--- src/rtl/core/q_encoding_decoder_defines.svh ---
// Assertion macros used by the Q-form decoder front end.
`ifndef Q_ENCODING_DECODER_DEFINES_SVH
`define Q_ENCODING_DECODER_DEFINES_SVH

`ifndef SYNTHESIS
`define QED_ASSERT_IMPL(label, clock, resetn, pre, post) \
    label: assert property (@(posedge clock) disable iff (!(resetn)) (pre) |-> (post)) \
        else $error("Q decoder check failed");
`define QED_ASSERT_NEXT(label, clock, resetn, pre, post) \
    label: assert property (@(posedge clock) disable iff (!(resetn)) (pre) |=> (post)) \
        else $error("Q decoder check failed");
`else
`define QED_ASSERT_IMPL(label, clock, resetn, pre, post)
`define QED_ASSERT_NEXT(label, clock, resetn, pre, post)
`endif

`endif

--- src/rtl/core/qed_pkg.sv ---
// Types, character codes and hex helpers for the Q-form decoder.
`default_nettype none

package qed_pkg;

    localparam logic [7:0] CH_EQUALS     = 8'h3D;
    localparam logic [7:0] CH_UNDERSCORE = 8'h5F;
    localparam logic [7:0] CH_SPACE      = 8'h20;

    typedef struct packed {
        logic [7:0] in_byte;
        logic       in_last;
    } in_t;

    typedef struct packed {
        logic [7:0] out_byte;
        logic       out_last;
    } out_t;

    // One queued command: up to three bytes to emit, in order from data[0].
    typedef struct packed {
        logic [2:0][7:0] data;
        logic [1:0]      count;
        logic            last;
    } cmd_t;

    typedef struct packed {
        logic empty;
        logic full;
    } queue_status_t;

    function automatic logic is_hex(input logic [7:0] b);
        logic digit;
        logic upper;
        logic lower;
        digit = (b >= 8'h30) && (b <= 8'h39);
        upper = (b >= 8'h41) && (b <= 8'h46);
        lower = (b >= 8'h61) && (b <= 8'h66);
        return digit || upper || lower;
    endfunction

    function automatic logic [3:0] hex_value(input logic [7:0] b);
        logic [3:0] v;
        if (b[6])
        begin
            v = b[3:0] + 4'd9;
        end
        else
        begin
            v = b[3:0];
        end
        return v;
    endfunction

endpackage

`default_nettype wire

--- src/rtl/core/qed_front.sv ---
// Front end: accepts raw bytes, tracks pending escapes and builds emit commands.
`default_nettype none
`include "q_encoding_decoder_defines.svh"

module qed_front
    import qed_pkg::*;
(
    input  wire logic          clk,
    input  wire logic          rst_n,
    input  wire logic          item_valid,
    output logic               item_stall,
    input  wire in_t           item,
    input  wire queue_status_t q_status,
    output logic               push,
    output cmd_t               cmd
);

    typedef enum logic [1:0] {
        PEND_NONE  = 2'd0,
        PEND_EQ    = 2'd1,
        PEND_DIGIT = 2'd2
    } pend_t;

    pend_t      pend_reg;
    pend_t      pend_next;
    logic [7:0] held_reg;
    logic [7:0] held_next;
    logic       accept;
    logic       hex;
    logic       fresh_emit;
    logic       fresh_pend;
    logic [7:0] fresh_byte;

    assign item_stall = q_status.full;
    assign accept     = item_valid && !item_stall;
    assign hex        = is_hex(item.in_byte);
    assign fresh_pend = (item.in_byte == CH_EQUALS) && !item.in_last;
    assign fresh_emit = !fresh_pend;
    assign fresh_byte = (item.in_byte == CH_UNDERSCORE) ? CH_SPACE : item.in_byte;

    always_comb
    begin
        cmd       = '0;
        cmd.last  = item.in_last;
        pend_next = PEND_NONE;
        held_next = held_reg;
        unique case (pend_reg)
            PEND_EQ:
            begin
                if (hex)
                begin
                    if (item.in_last)
                    begin
                        cmd.data[0] = CH_EQUALS;
                        cmd.data[1] = item.in_byte;
                        cmd.count   = 2'd2;
                    end
                    else
                    begin
                        held_next = item.in_byte;
                        pend_next = PEND_DIGIT;
                    end
                end
                else
                begin
                    cmd.data[0] = CH_EQUALS;
                    cmd.data[1] = fresh_byte;
                    cmd.count   = fresh_emit ? 2'd2 : 2'd1;
                    pend_next   = fresh_pend ? PEND_EQ : PEND_NONE;
                end
            end
            PEND_DIGIT:
            begin
                if (hex)
                begin
                    cmd.data[0] = {hex_value(held_reg), hex_value(item.in_byte)};
                    cmd.count   = 2'd1;
                end
                else
                begin
                    cmd.data[0] = CH_EQUALS;
                    cmd.data[1] = held_reg;
                    cmd.data[2] = fresh_byte;
                    cmd.count   = fresh_emit ? 2'd3 : 2'd2;
                    pend_next   = fresh_pend ? PEND_EQ : PEND_NONE;
                end
            end
            default:
            begin
                cmd.data[0] = fresh_byte;
                cmd.count   = fresh_emit ? 2'd1 : 2'd0;
                pend_next   = fresh_pend ? PEND_EQ : PEND_NONE;
            end
        endcase
    end

    assign push = accept && (cmd.count != 2'd0);

    always_ff @(posedge clk or negedge rst_n)
    begin
        if (!rst_n)
        begin
            pend_reg <= PEND_NONE;
            held_reg <= 8'h00;
        end
        else if (accept)
        begin
            pend_reg <= pend_next;
            held_reg <= held_next;
        end
    end

    `QED_ASSERT_IMPL(a_held_is_hex, clk, rst_n, pend_reg == PEND_DIGIT, is_hex(held_reg))
    `QED_ASSERT_NEXT(a_last_clears, clk, rst_n, accept && item.in_last, pend_reg == PEND_NONE)
    `QED_ASSERT_IMPL(a_last_pushes, clk, rst_n, accept && item.in_last, push)

endmodule

`default_nettype wire

--- src/rtl/core/qed_queue.sv ---
// Short command queue between the front and back ends, head visible at the output.
`default_nettype none

module qed_queue
    import qed_pkg::*;
#(
    parameter int DEPTH = 4
)
(
    input  wire logic    clk,
    input  wire logic    rst_n,
    input  wire logic    push,
    input  wire cmd_t    push_cmd,
    input  wire logic    pop,
    output cmd_t         head,
    output queue_status_t status
);

    localparam int PTR_W = (DEPTH > 1) ? $clog2(DEPTH) : 1;
    localparam int CNT_W = $clog2(DEPTH + 1);

    cmd_t             entry_reg [DEPTH];
    logic [PTR_W-1:0] wr_ptr_reg;
    logic [PTR_W-1:0] wr_ptr_next;
    logic [PTR_W-1:0] rd_ptr_reg;
    logic [PTR_W-1:0] rd_ptr_next;
    logic [CNT_W-1:0] count_reg;
    logic [CNT_W-1:0] count_next;
    logic             do_push;
    logic             do_pop;

    assign status.empty = (count_reg == '0);
    assign status.full  = (count_reg == CNT_W'(DEPTH));
    assign do_push      = push && !status.full;
    assign do_pop       = pop && !status.empty;
    assign head         = entry_reg[rd_ptr_reg];

    always_comb
    begin
        wr_ptr_next = wr_ptr_reg;
        rd_ptr_next = rd_ptr_reg;
        count_next  = count_reg;
        if (do_push)
        begin
            wr_ptr_next = (wr_ptr_reg == PTR_W'(DEPTH - 1)) ? '0 : wr_ptr_reg + 1'b1;
        end
        if (do_pop)
        begin
            rd_ptr_next = (rd_ptr_reg == PTR_W'(DEPTH - 1)) ? '0 : rd_ptr_reg + 1'b1;
        end
        if (do_push && !do_pop)
        begin
            count_next = count_reg + 1'b1;
        end
        else if (do_pop && !do_push)
        begin
            count_next = count_reg - 1'b1;
        end
    end

    always_ff @(posedge clk or negedge rst_n)
    begin
        if (!rst_n)
        begin
            wr_ptr_reg <= '0;
            rd_ptr_reg <= '0;
            count_reg  <= '0;
        end
        else
        begin
            wr_ptr_reg <= wr_ptr_next;
            rd_ptr_reg <= rd_ptr_next;
            count_reg  <= count_next;
        end
    end

    always_ff @(posedge clk)
    begin
        if (do_push)
        begin
            entry_reg[wr_ptr_reg] <= push_cmd;
        end
    end

endmodule

`default_nettype wire

--- src/rtl/core/qed_back.sv ---
// Back end: steps through each queued command and drives the output register.
`default_nettype none

module qed_back
    import qed_pkg::*;
(
    input  wire logic          clk,
    input  wire logic          rst_n,
    input  wire cmd_t          head,
    input  wire queue_status_t q_status,
    output logic               pop,
    output logic               result_valid,
    input  wire logic          result_stall,
    output out_t               result
);

    logic [1:0] idx_reg;
    logic [1:0] idx_next;
    logic       valid_reg;
    logic       valid_next;
    out_t       result_reg;
    out_t       result_next;
    logic       slot_free;
    logic       load;
    logic       at_end;

    assign slot_free = !valid_reg || !result_stall;
    assign load      = slot_free && !q_status.empty;
    assign at_end    = (idx_reg == (head.count - 2'd1));
    assign pop       = load && at_end;

    always_comb
    begin
        idx_next    = idx_reg;
        valid_next  = valid_reg;
        result_next = result_reg;
        if (slot_free)
        begin
            valid_next = 1'b0;
        end
        if (load)
        begin
            valid_next           = 1'b1;
            result_next.out_byte = head.data[idx_reg];
            result_next.out_last = head.last && at_end;
            idx_next             = at_end ? 2'd0 : idx_reg + 2'd1;
        end
    end

    always_ff @(posedge clk or negedge rst_n)
    begin
        if (!rst_n)
        begin
            idx_reg   <= 2'd0;
            valid_reg <= 1'b0;
        end
        else
        begin
            idx_reg   <= idx_next;
            valid_reg <= valid_next;
        end
    end

    always_ff @(posedge clk)
    begin
        result_reg <= result_next;
    end

    assign result_valid = valid_reg;
    assign result       = result_reg;

endmodule

`default_nettype wire

--- src/rtl/core/q_encoding_decoder.sv ---
// Top level of the Q-form header decoder: front end, command queue and back end.
// The first decoded byte of a transaction is written to the command queue and then
// to the output register before it is presented.
// One byte per cycle in while the queue is not full; the back end emits one decoded byte per
// cycle unless stalled, so an input byte that yields two or three bytes keeps it busy until all are sent.
// Reset clears the pending escape, the command queue and the output valid flag.
`default_nettype none

module q_encoding_decoder
    import qed_pkg::*;
#(
    parameter int QUEUE_DEPTH = 4
)
(
    input  wire logic clk,
    input  wire logic rst_n,
    input  wire logic item_valid,
    output logic      item_stall,
    input  wire in_t  item,
    output logic      result_valid,
    input  wire logic result_stall,
    output out_t      result
);

    queue_status_t q_status;
    cmd_t          push_cmd;
    cmd_t          head;
    logic          push;
    logic          pop;

    qed_front u_front (
        .clk        (clk),
        .rst_n      (rst_n),
        .item_valid (item_valid),
        .item_stall (item_stall),
        .item       (item),
        .q_status   (q_status),
        .push       (push),
        .cmd        (push_cmd)
    );

    qed_queue #(
        .DEPTH (QUEUE_DEPTH)
    ) u_queue (
        .clk      (clk),
        .rst_n    (rst_n),
        .push     (push),
        .push_cmd (push_cmd),
        .pop      (pop),
        .head     (head),
        .status   (q_status)
    );

    qed_back u_back (
        .clk          (clk),
        .rst_n        (rst_n),
        .head         (head),
        .q_status     (q_status),
        .pop          (pop),
        .result_valid (result_valid),
        .result_stall (result_stall),
        .result       (result)
    );

endmodule

`default_nettype wire
--- config.mk ---
export PLATFORM = sky130hd
export DESIGN_NAME = q_encoding_decoder
export DESIGN_NICKNAME = d
export VERILOG_FILES = /design/src/rtl/core/qed_pkg.sv /design/src/rtl/core/qed_front.sv /design/src/rtl/core/qed_queue.sv /design/src/rtl/core/qed_back.sv /design/src/rtl/core/q_encoding_decoder.sv
export VERILOG_INCLUDE_DIRS = /design/src /design/src/rtl/core
export SDC_FILE = /design/constraint.sdc
export NUM_CORES = 1
export LEC_CHECK = 0
export BUFFER_PORTS_ARGS = -buffer_cell sky130_fd_sc_hd__buf_2
export CORE_ASPECT_RATIO = 0.5
export CORE_MARGIN = 2
export CORE_UTILIZATION = 54
export DETAILED_ROUTE_END_ITERATION = 7
export PLACE_DENSITY_LB_ADDON = 0.1
export SYNTH_ARGS = -nofsm -noshare
export SYNTH_HDL_FRONTEND = slang
export SYNTH_HIERARCHICAL = 1
export SYNTH_SLANG_ARGS = --single-unit
--- constraint.sdc ---
create_clock -name clk -period 3.51 [get_ports clk]
set_clock_uncertainty 0.1 [all_clocks]
set_input_delay 0.1755 -clock clk [delete_from_list [all_inputs] [get_ports clk]]
set_output_delay 0.1755 -clock clk [all_outputs]
set_load 0.02 [all_outputs]
==> results of run 1 <==
-- kinds of logic after synthesis --
logic type               Yosys count  share of synthesized area [%]
adder cells (fa/ha/maj)           13                          2.812
AO/OA/AOI/OAI                     56                          7.133
multiplexers                      48                          13.87
AND/OR/NAND/NOR                   65                          5.892
buffers and inverters             36                          2.956
flip-flops                       137                          66.32
XOR/XNOR                           7                          1.013
-- cells in the final DEF (no fill, tap or decap), types with 8 or more instances in the layout --
cell type,instances
and2_1,12
ha_1,12
buf_2,23
mux2i_1,10
dfrtp_1,19
mux4_2,27
o21ai_0,14
clkbuf_16,17
buf_4,16
edfxtp_1,117
a32o_1,8
mux2_2,8
nand2_1,24
inv_1,18
-- worst max-delay path, delay by kind of cell --
family                   cells  cell delay, ns
adder cells (fa/ha/maj)      3            0.79
multiplexers                 1            0.37
buffers and inverters        4            0.82
AND/OR/NAND/NOR              4            0.67
XOR/XNOR                     2            0.31
AO/OA/AOI/OAI                1            0.20
-- per-stage QoR --
stage | setup WS [ns] | instances | utilization [%]
6_report | 0.4127 | 566 | 63.84
5_1_grt | 0.1546 | 565 | 63.82
4_1_cts | 0.4407 | 565 | 63.82
3_5_place_dp | 0.4539 | 528 | 58.12
3_3_place_gp | 0.5903 | 528 | 58.12
2_1_floorplan | 0.3310 | 362 | -
-- report_power, final --
| group | total [W] | internal, W | switching, W |
|---|---|---|---|
| logic | 0.00155 | 0.000681 | 0.000868 |
| clock network | 0.00172 | 0.00105 | 0.000678 |
| registers | 0.00233 | 0.00219 | 0.000140 |
-- cell type report --
| type | instances | share of cell area [%] |
|---|---|---|
| Sequential cell | 137 | 57.46 |
| Multi-Input combinational cell | 189 | 26.64 |
| Clock buffer | 17 | 6.088 |
| Timing Repair Buffer | 44 | 4.082 |
| Inverter | 18 | 0.9669 |
| Clock inverter | 15 | 2.131 |
| Tap cell | 145 | 2.596 |
| Antenna cell | 1 | 0.03581 |
-- path summary, 6_finish.rpt --
path,start,cells after the start,slack [ns],to
setup / recovery,item[2],15,0.41,u_queue/count_reg[2]$_DFFE_PN0P_
hold / removal,item[1],2,0.06,u_front/held_reg[0]$_DFFE_PN0P_
setup reg to reg,u_front/pend_reg[0]$_DFFE_PN0P_,13,0.42,u_queue/count_reg[2]$_DFFE_PN0P_
hold reg to reg,u_front/held_reg[7]$_DFFE_PN0P_,1,0.39,u_front/held_reg[7]$_DFFE_PN0P_
max in group asynchronous,rst_n,2,2.77,u_queue/rd_ptr_reg[0]$_DFFE_PN0P_
min in group asynchronous,rst_n,2,0.18,u_queue/count_reg[0]$_DFFE_PN0P_
-- per-layer routing --
metal | global-route usage, % | share of wire (%) | vias to the layer above
li1 | - | - | 1516
met1 | 33.18 | 47 | 1748
met2 | 36.04 | 47 | 99
met3 | 4.367 | 5.7 | 13
met4 | 6.606 | 0.98 | 0
met5 | 0 | 0 | -
-- what timing repair did --
action,in CTS,in global routing
resized for setup,0,0
hold endpoints to repair,27,0
setup endpoints to repair,0,0
hold buffers,5,0
==> metrics.txt, run 1 <==
final setup fails 0; initial drt markers 310; # DRC 0; final instance area 0.006988 sq mm; crit-path cells dlygate4sd3_1, buf_2, inv_1, ha_1, nor2b_1, nand4_1, mux2_2, a21oi_1, nor2b_4, ha_1, inv_1, fa_1, xor2_1, nor2_1, xor2_1; slowest cell delay on critical path roughly 0.52 ns; CTS Root Buffer Type clkbuf_16; total track usage 22.87%; Pleak ~2.6 nW; clock input transition at the sequential cells of the worst setup and hold paths 0.06 ns; die height 78.86 um; largest net degree at the start of global routing 29; Max Transition Viols Final 0; CTS tree yes; CTS Buf Count 17; ys flop type edfxtp_1; Vias 3,376; first-pass GRT wire length 20.22 mm; FF+latch area 0.004015 sq mm; H-tree levels 4; CP Class in2reg; Crit-path slowest cell dlygate4sd3_1; unrepaired setup endpoints after global routing no; top post-synthesis cells by count edfxtp_1, mux4_2, nand2_1; outcome finished, final reports clean; initial antenna violation count 1; remaining antenna violation count after routing 0; Total Power 0.005607 W; # rows 27; number of global-route vias before repair 3,519; Detailed Place HPWL 8.337 mm; footprint of the multi-input gates approximately 0.0019 sq mm; fmax 322.9 MHz; Mapped Cells 362; Port Buf Inserts 23; Worst VDD drop about 0.41 mV; wirelength, routed 12.58 mm; critical path arrival 3.33 ns; worst slew pin tran ~0.97 ns; Floorplan Core Area 0.01095 sq mm; most frequent cell after synthesis edfxtp_1; die area 0.01212 sq mm; synth unique cells 56; Net Count, Synth approximately 390; Congestion Overflow GR 0; CP Launch Type primary input; leading area contributor after synthesis edfxtp_1; Pwr per Cell Area 802.3 mW/mm^2; placement-stage cell area 0.006361 sq mm; total of warnings raised by yosys 6; share of layout cells above drive strength 1 27.86%; CP Max Fanout 7; CP endpoint kind flop; Final period util 88.24%; Die X around 150 um; Final nets 433; clk sinks between 100 and 150; Mapped Area a little over 0.006 sq mm; Worst-Skew Late Latency 0.41 ns; setup TNS 0 ns; IO Count 24; flops & latches, synth 137; area delta synth->final 15.46%; number of vias per cell 5.965; 1st-pass router iterations 5; average wire per standard cell 22.23 um; EDFF count, synth roughly 120; gpl congestion ~0.86; minimum clock period slightly above 3 ns; Synth async-reset ratio between 10% and 20%; Max Cap Viol 0; clk buf depth 2; Relative slew margins 34.80%; Yosys top cell area share 58.05%; Post-CTS Setup Bufs 0; dominant cells by area after synthesis edfxtp_1, mux4_2, dfrtp_1; hold slack 0.05764 ns; final hold viol count 0; register area share after synthesis 66.32%; Min-Delay Path Class in2reg; Critical Path RT 3.74 ns; Largest register FFs 108; Synth Area per Inst ~17 sq um; FILL cells 818; initial core utilization 55.29%
No activity file was read; power rests on OpenSTA's default activity.
==> run 2, diff against run 1 <==
- CELL_PAD_IN_SITES_DETAIL_PLACEMENT: unset -> 0
- CELL_PAD_IN_SITES_GLOBAL_PLACEMENT: unset -> 1
- CORE_UTILIZATION: 54 -> 35
==> metrics.txt, run 2 (same netlist as run 1, synthesis figures left out) <==
outcome finished, final reports clean; average wire per standard cell 20.27 um (-8.8%); GR Layer Usage met3 3.447% (-0.92 points); number of diodes 0 (-1); Detailed Place HPWL 8.509 mm (+2.1%); Final period util 89.20% (+0.96 points); CTS tree yes; number of vias per cell 5.225 (-12%); wirelength, routed 13.07 mm (+3.9%); initial drt markers 260 (-16%); minimum clock period 3.131 ns (+0.03362 ns); Congestion Overflow GR 0 (unchanged); # DRC 0 (unchanged); unrepaired setup endpoints after global routing no; worst slew pin tran 0.9845 ns (+0.01880 ns); placed cells 608 (+15%); IO Count 24 (unchanged); FF+latch area 0.004015 sq mm (unchanged); Worst VDD drop 0.4044 mV (-0.63%); Final nets 431 (-0.46%); Total Power 0.005699 W (+1.7%); CP endpoint kind flop; grt met2 use 23.67% (-12 points); setup TNS 0 ns (unchanged); CP Max Fanout 7 (unchanged); footprint of the multi-input gates 0.001862 sq mm (unchanged); final setup fails 0 (unchanged); clk buf depth 2 (unchanged); largest net degree at the start of global routing 29 (unchanged); FILL cells 1,513 (+85%); fmax 319.4 MHz (-1.1%); die area 0.01842 sq mm (+52%); WP buf/inv 4 (unchanged); crit-path cells dlygate4sd3_1, buf_2, inv_1, ha_1, nor2b_1, nand4_1, mux2_2, a21oi_1, nor2b_4, ha_1, inv_1, fa_1, xor2_1, nor2_1, xor2_1; busiest grt layer met2; CP Launch Type primary input; # rows 33 (+22%); slowest cell delay on critical path 0.52 ns (about the same); clk sinks 137 (unchanged); Post-CTS Setup Bufs 0 (unchanged); 1st-pass router iterations 5 (unchanged); CTS Root Buffer Type clkbuf_16; remaining antenna violation count after routing 0 (unchanged); non-filler cells, final 645 (+14%); hold slack 0.06261 ns (+0.004966 ns); Worst-Skew Late Latency 0.41 ns (about the same); final hold viol count 0 (unchanged); Critical Path RT 3.75 ns (about the same); Max Cap Viol 0 (unchanged); number of global-route vias before repair 3,375 (-4.1%); initial core utilization 36.37% (-19 points); Max Transition Viols Final 0 (unchanged); clock input transition at the sequential cells of the worst setup and hold paths 0.06 ns (about the same); Largest register FFs 108 (unchanged); Port Buf Inserts 23 (unchanged); H-tree levels 4 (unchanged); critical path arrival 3.37 ns (+0.04 ns); most common cell after layout, fill and taps aside edfxtp_1; cell family with most CP delay buffers and inverters; post-layout util 42.71% (-21 points); CP Class in2reg; Vias 3,370 (-0.18%); initial antenna violation count 0 (-1); total track usage 15.09% (-7.8 points); Floorplan Core Area 0.01664 sq mm (+52%); Min-Delay Path Class in2reg; CTS Buf Count 17 (unchanged); Relative slew margins 34.23% (-0.57 points); most used cells in the layout excluding fill and tap cells edfxtp_1, mux4_2, nand2_1; met1 usage 21.00% (-12 points); Die X 190.0 um (+24%); share of layout cells above drive strength 1 27.99% (+0.13 points); Crit-path slowest cell dlygate4sd3_1; die height 96.99 um (+23%); gpl congestion 0.9167 (+6.7%); Pleak 2.565 nW (+0.27%); Pwr per Cell Area 801.9 mW/mm^2 (about the same); area delta synth->final 17.43%; first-pass GRT wire length 20.23 mm (about the same)
run 2: final cells by class:
cell class | instances | area share (%)
well taps | 227 | 3.996
clock buffers | 17 | 5.986
inverters | 18 | 0.9507
flip-flops and latches | 137 | 56.50
clock inverters | 15 | 2.570
multi-input cells | 189 | 26.20
repair buffers | 42 | 3.803
run 2: timing repair:
item | in CTS | in global routing
resized for setup | 0 | 0
endpoints found under the hold margin | 27 | 0
hold buffers | 5 | 0
run 2: where the power goes:
| part | internal (W) | switching [W] |
|---|---|---|
| Combinational | 0.000669 | 0.000880 |
| Sequential | 0.00219 | 0.000134 |
| Clock | 0.00108 | 0.000746 |
| Total | 0.00394 | 0.00176 |
run 2: worst register-to-register path: cells and delay by family, from the launching register on:
| kind | cells | cell delay [ns] |
|---|---|---|
| adder cells (fa/ha/maj) | 3 | 1.01 |
| AND/OR/NAND/NOR | 3 | 0.47 |
| AO/OA/AOI/OAI | 1 | 0.21 |
| XOR/XNOR | 2 | 0.30 |
| flip-flops | 1 | 0.38 |
| buffers and inverters | 3 | 0.30 |
| multiplexers | 1 | 0.29 |
run 2: path summary, 6_finish.rpt:
| check | end | start | cells past startpoint | slack (ns) |
|---|---|---|---|---|
| hold reg to reg | u_front/held_reg[7]$_DFFE_PN0P_ | u_front/held_reg[7]$_DFFE_PN0P_ | 1 | 0.42 |
| setup reg to reg | u_queue/count_reg[2]$_DFFE_PN0P_ | u_front/pend_reg[0]$_DFFE_PN0P_ | 13 | 0.39 |
| hold / removal | u_front/held_reg[0]$_DFFE_PN0P_ | item[1] | 2 | 0.06 |
| min in group asynchronous | u_queue/wr_ptr_reg[0]$_DFFE_PN0P_ | rst_n | 2 | 0.19 |
| max in group asynchronous | u_queue/rd_ptr_reg[0]$_DFFE_PN0P_ | rst_n | 2 | 2.72 |
| setup / recovery | u_queue/count_reg[2]$_DFFE_PN0P_ | item[2] | 15 | 0.38 |
run 2: per-stage QoR:
| stage | area (sq um) | setup WS (ns) |
|---|---|---|
| final | 7107 | 0.3791 |
| after CTS | 7107 | 0.3705 |
| after global placement | 6449 | 0.5335 |
| after detailed placement | 6449 | 0.4320 |
| after floorplan | 6052 | 0.3310 |
| after global routing | 7107 | 0.1618 |
run 2: metal layers:
metal	vias to the layer above	wire, um
li1	1516	-
met1	1754	6124
met2	93	6271
met3	7	610
met4	0	68
met5	-	0
==> run 3, diff against run 2 <==
--- a/config.mk
+++ b/config.mk
@@ -18,3 +18,2 @@
 export SYNTH_HDL_FRONTEND = slang
-export SYNTH_HIERARCHICAL = 1
 export SYNTH_SLANG_ARGS = --single-unit
==> constraint.sdc (replaced) <==
create_clock -name clk -period 3.51 [get_ports clk]
set_clock_uncertainty 0.1 [all_clocks]
set_input_delay 0.351 -clock clk [delete_from_list [all_inputs] [get_ports clk]]
set_output_delay 0.351 -clock clk [all_outputs]
set_load 0.02 [all_outputs]
==> metrics.txt, run 3 <==
outcome finished, final reports clean; initial antenna violation count 0 (unchanged); critical path arrival 3.43 ns (+0.06 ns); Worst VDD drop 0.3846 mV (-4.9%); worst reg2reg startpoint u_front.pend_reg[0]$_DFFE_PN0P_; hold-fix buffers at CTS 1 (-4); minimum clock period 3.195 ns (+0.06423 ns); register area share after synthesis 65.87% (-0.45 points); Synth async-reset ratio 14.60% (unchanged); Pleak 2.554 nW (-0.43%); RR Endpoint u_queue.count_reg[2]$_DFFE_PN0P_; Synth Area per Inst 16.51 sq um (-1.2%); met1 usage 24.25% (+3.3 points); final hold viol count 0 (unchanged); remaining antenna violation count after routing 0 (unchanged); CP Class reg2reg; CP Max Fanout 12 (+5); top post-synthesis cells by count edfxtp_1, mux4_2, inv_1; area delta synth->final 16.49%; Max Transition Viols Final 0 (unchanged); largest net degree at the start of global routing 28 (-3.4%); GR Layer Usage met3 4.623% (+1.2 points); final instance area 0.007098 sq mm (-0.12%); Congestion Overflow GR 0 (unchanged); Min-Delay Path Class in2reg; flops & latches, synth 137 (unchanged); CP endpoint kind flop; # DRC 0 (unchanged); worst slew pin tran 0.7953 ns (-0.1892 ns); initial drt markers 270 (+3.8%); initial core utilization 35.37% (-1.0 points); total of warnings raised by yosys 0 (-6); 1st-pass router iterations 4 (-1); most used cells in the layout excluding fill and tap cells edfxtp_1, mux4_2, inv_1; # rows 34 (+3.0%); Yosys top cell area share 57.66% (-0.39 points); most frequent cell after synthesis edfxtp_1; clock input transition at the sequential cells of the worst setup and hold paths 0.06 ns (about the same); unrepaired setup endpoints after global routing no; first-pass GRT wire length 21.18 mm (+4.7%); setup TNS 0 ns (unchanged); Port Buf Inserts 23 (unchanged); Largest register FFs 108 (unchanged); Relative slew margins 46.57% (+12 points); Worst Hold Depth 3 (+1); CTS Root Buffer Type clkbuf_16; leading area contributor after synthesis edfxtp_1; H-tree levels 4 (unchanged); Net Count, Synth 396 (+2.1%); clk buf depth 2 (unchanged); Critical Path RT 3.74 ns (about the same); busiest grt layer met1; die area 0.01855 sq mm (+0.66%); setup slack, reg-to-reg 0.31 ns (-0.08 ns); Pwr per Cell Area 783.2 mW/mm^2 (-2.3%); Detailed Place HPWL 9.125 mm (+7.2%); clk sinks 137 (unchanged); fmax 313.0 MHz (-2.0%); final setup fails 0 (unchanged); die height 97.30 um (+0.32%); placement-stage cell area 0.006531 sq mm (+1.3%); Final nets 437 (+1.4%); number of global-route vias before repair 3,459 (+2.5%); ys flop type edfxtp_1; Worst-Skew Late Latency 0.41 ns (about the same); total track usage 16.02% (+0.93 points); worst min-delay path endpoint u_back.result_valid$_DFFE_PN0P_; number of diodes 0 (unchanged); Floorplan Core Area 0.01723 sq mm (+3.5%); most common cell after layout, fill and taps aside edfxtp_1; IO Count 24 (unchanged); number of vias per cell 5.064 (-3.1%); Post-CTS Setup Bufs 0 (unchanged); Mapped Cells 369 (+1.9%); Max Cap Viol 0 (unchanged); CTS Buf Count 17 (unchanged); average wire per standard cell 20.95 um (+3.4%); gpl congestion 0.7865 (-14%); Total Power 0.005559 W (-2.5%); post-CTS sizing 0 (unchanged); Die X 190.6 um (+0.33%); dominant cells by area after synthesis edfxtp_1, mux4_2, dfrtp_1; CTS tree yes; grt met2 use 22.24% (-1.4 points); Worst Hold Launch result_stall; share of layout cells above drive strength 1 28.37% (+0.38 points); CP Launch Type flop; Vias 3,327 (-1.3%); Mapped Area 0.006093 sq mm (+0.68%); synth unique cells 52 (-7.1%); EDFF count, synth 117 (unchanged); Final period util 91.03% (+1.8 points); r2r worst-path depth 12 (-1); wirelength, routed 13.77 mm (+5.3%)
==> run 3: changes by cell type in the layout (fill, tap and decap cells not counted), moves of 6 or more <==
cell     change
o22ai_1      +9
inv_1        +6
and2_1      -10
o21ai_0      -7
nor2_1      +10
a32o_1       -6
nand2_1     -12
==> run 3: layout make-up <==
cell class | count | area, sq um
clock inverter | 15 | 131.4
fill | 1595 | 10130
timing repair buffer | 36 | 215.2
multi-input combinational | 193 | 1924
sequential | 137 | 4015
clock buffer | 17 | 425.4
tap | 234 | 292.8
inverter | 25 | 93.84
==> run 3: through the flow <==
step	worst slack [ns]	instances	util, %	hold slack (ns)
6_report	0.3148	657	41.20	0.04530
4_1_cts	0.3029	657	41.20	0.01845
2_1_floorplan	0.3469	369	-	-0.04459
3_5_place_dp	0.3267	624	37.91	0.2655
5_1_grt	0.006025	657	41.20	0.04710
3_3_place_gp	0.4851	624	37.91	0.2558
==> run 3: kinds of logic after synthesis <==
family,share of synthesized area (%)
xor gates and xnor gates,1.006
DFF,65.87
and+or+nand+nor,5.914
AOI/OAI and AO/OA,6.879
muxes,14.62
adders and majority gates,2.998
buffers and inverters,2.710
==> run 3: power breakdown <==
group / switching (W) / leakage (nW) / internal, W / total [W]
registers: 0.000125 / 1.34 / 0.00218 / 0.00231
logic: 0.000897 / 0.949 / 0.000677 / 0.00157
clock network: 0.000745 / 0.263 / 0.000931 / 0.00168
total: 0.00177 / 2.55 / 0.00379 / 0.00556
==> run 3: worst max path at each step <==
stage                                                   end  slack (ns)                            start  depth (start not counted)
after floorplan           u_queue.entry_reg[0][0]$_DFFE_PP_        0.35  u_front.pend_reg[0]$_DFFE_PN0P_                          7
after global placement     u_queue.count_reg[1]$_DFFE_PN0P_        0.49                          item[2]                         12
after detailed placement   u_queue.count_reg[1]$_DFFE_PN0P_        0.33                          item[2]                         12
after CTS                  u_queue.count_reg[2]$_DFFE_PN0P_        0.30  u_front.pend_reg[0]$_DFFE_PN0P_                         12
after global routing       u_queue.count_reg[2]$_DFFE_PN0P_       0.006  u_front.pend_reg[0]$_DFFE_PN0P_                         12
final                      u_queue.count_reg[2]$_DFFE_PN0P_        0.31  u_front.pend_reg[0]$_DFFE_PN0P_                         12
==> run 3: layer usage <==
metal	wire [um]	share of wire, %
met4	146	1.1
met1	7186	52
met3	624	4.5
met2	5809	42
met5	0	0
==> run 3: worst max-delay path: stages, from the launching register on <==
cell and delay [ns]:
dfrtp_1 0.36, inv_1 0.06, ha_1 0.44, nand2b_1 0.24, mux2i_1 0.46, o31ai_4 0.22
inv_1 0.11, ha_1 0.19, inv_1 0.06, fa_1 0.40, xor2_1 0.18, nor2_1 0.11
xor2_1 0.17
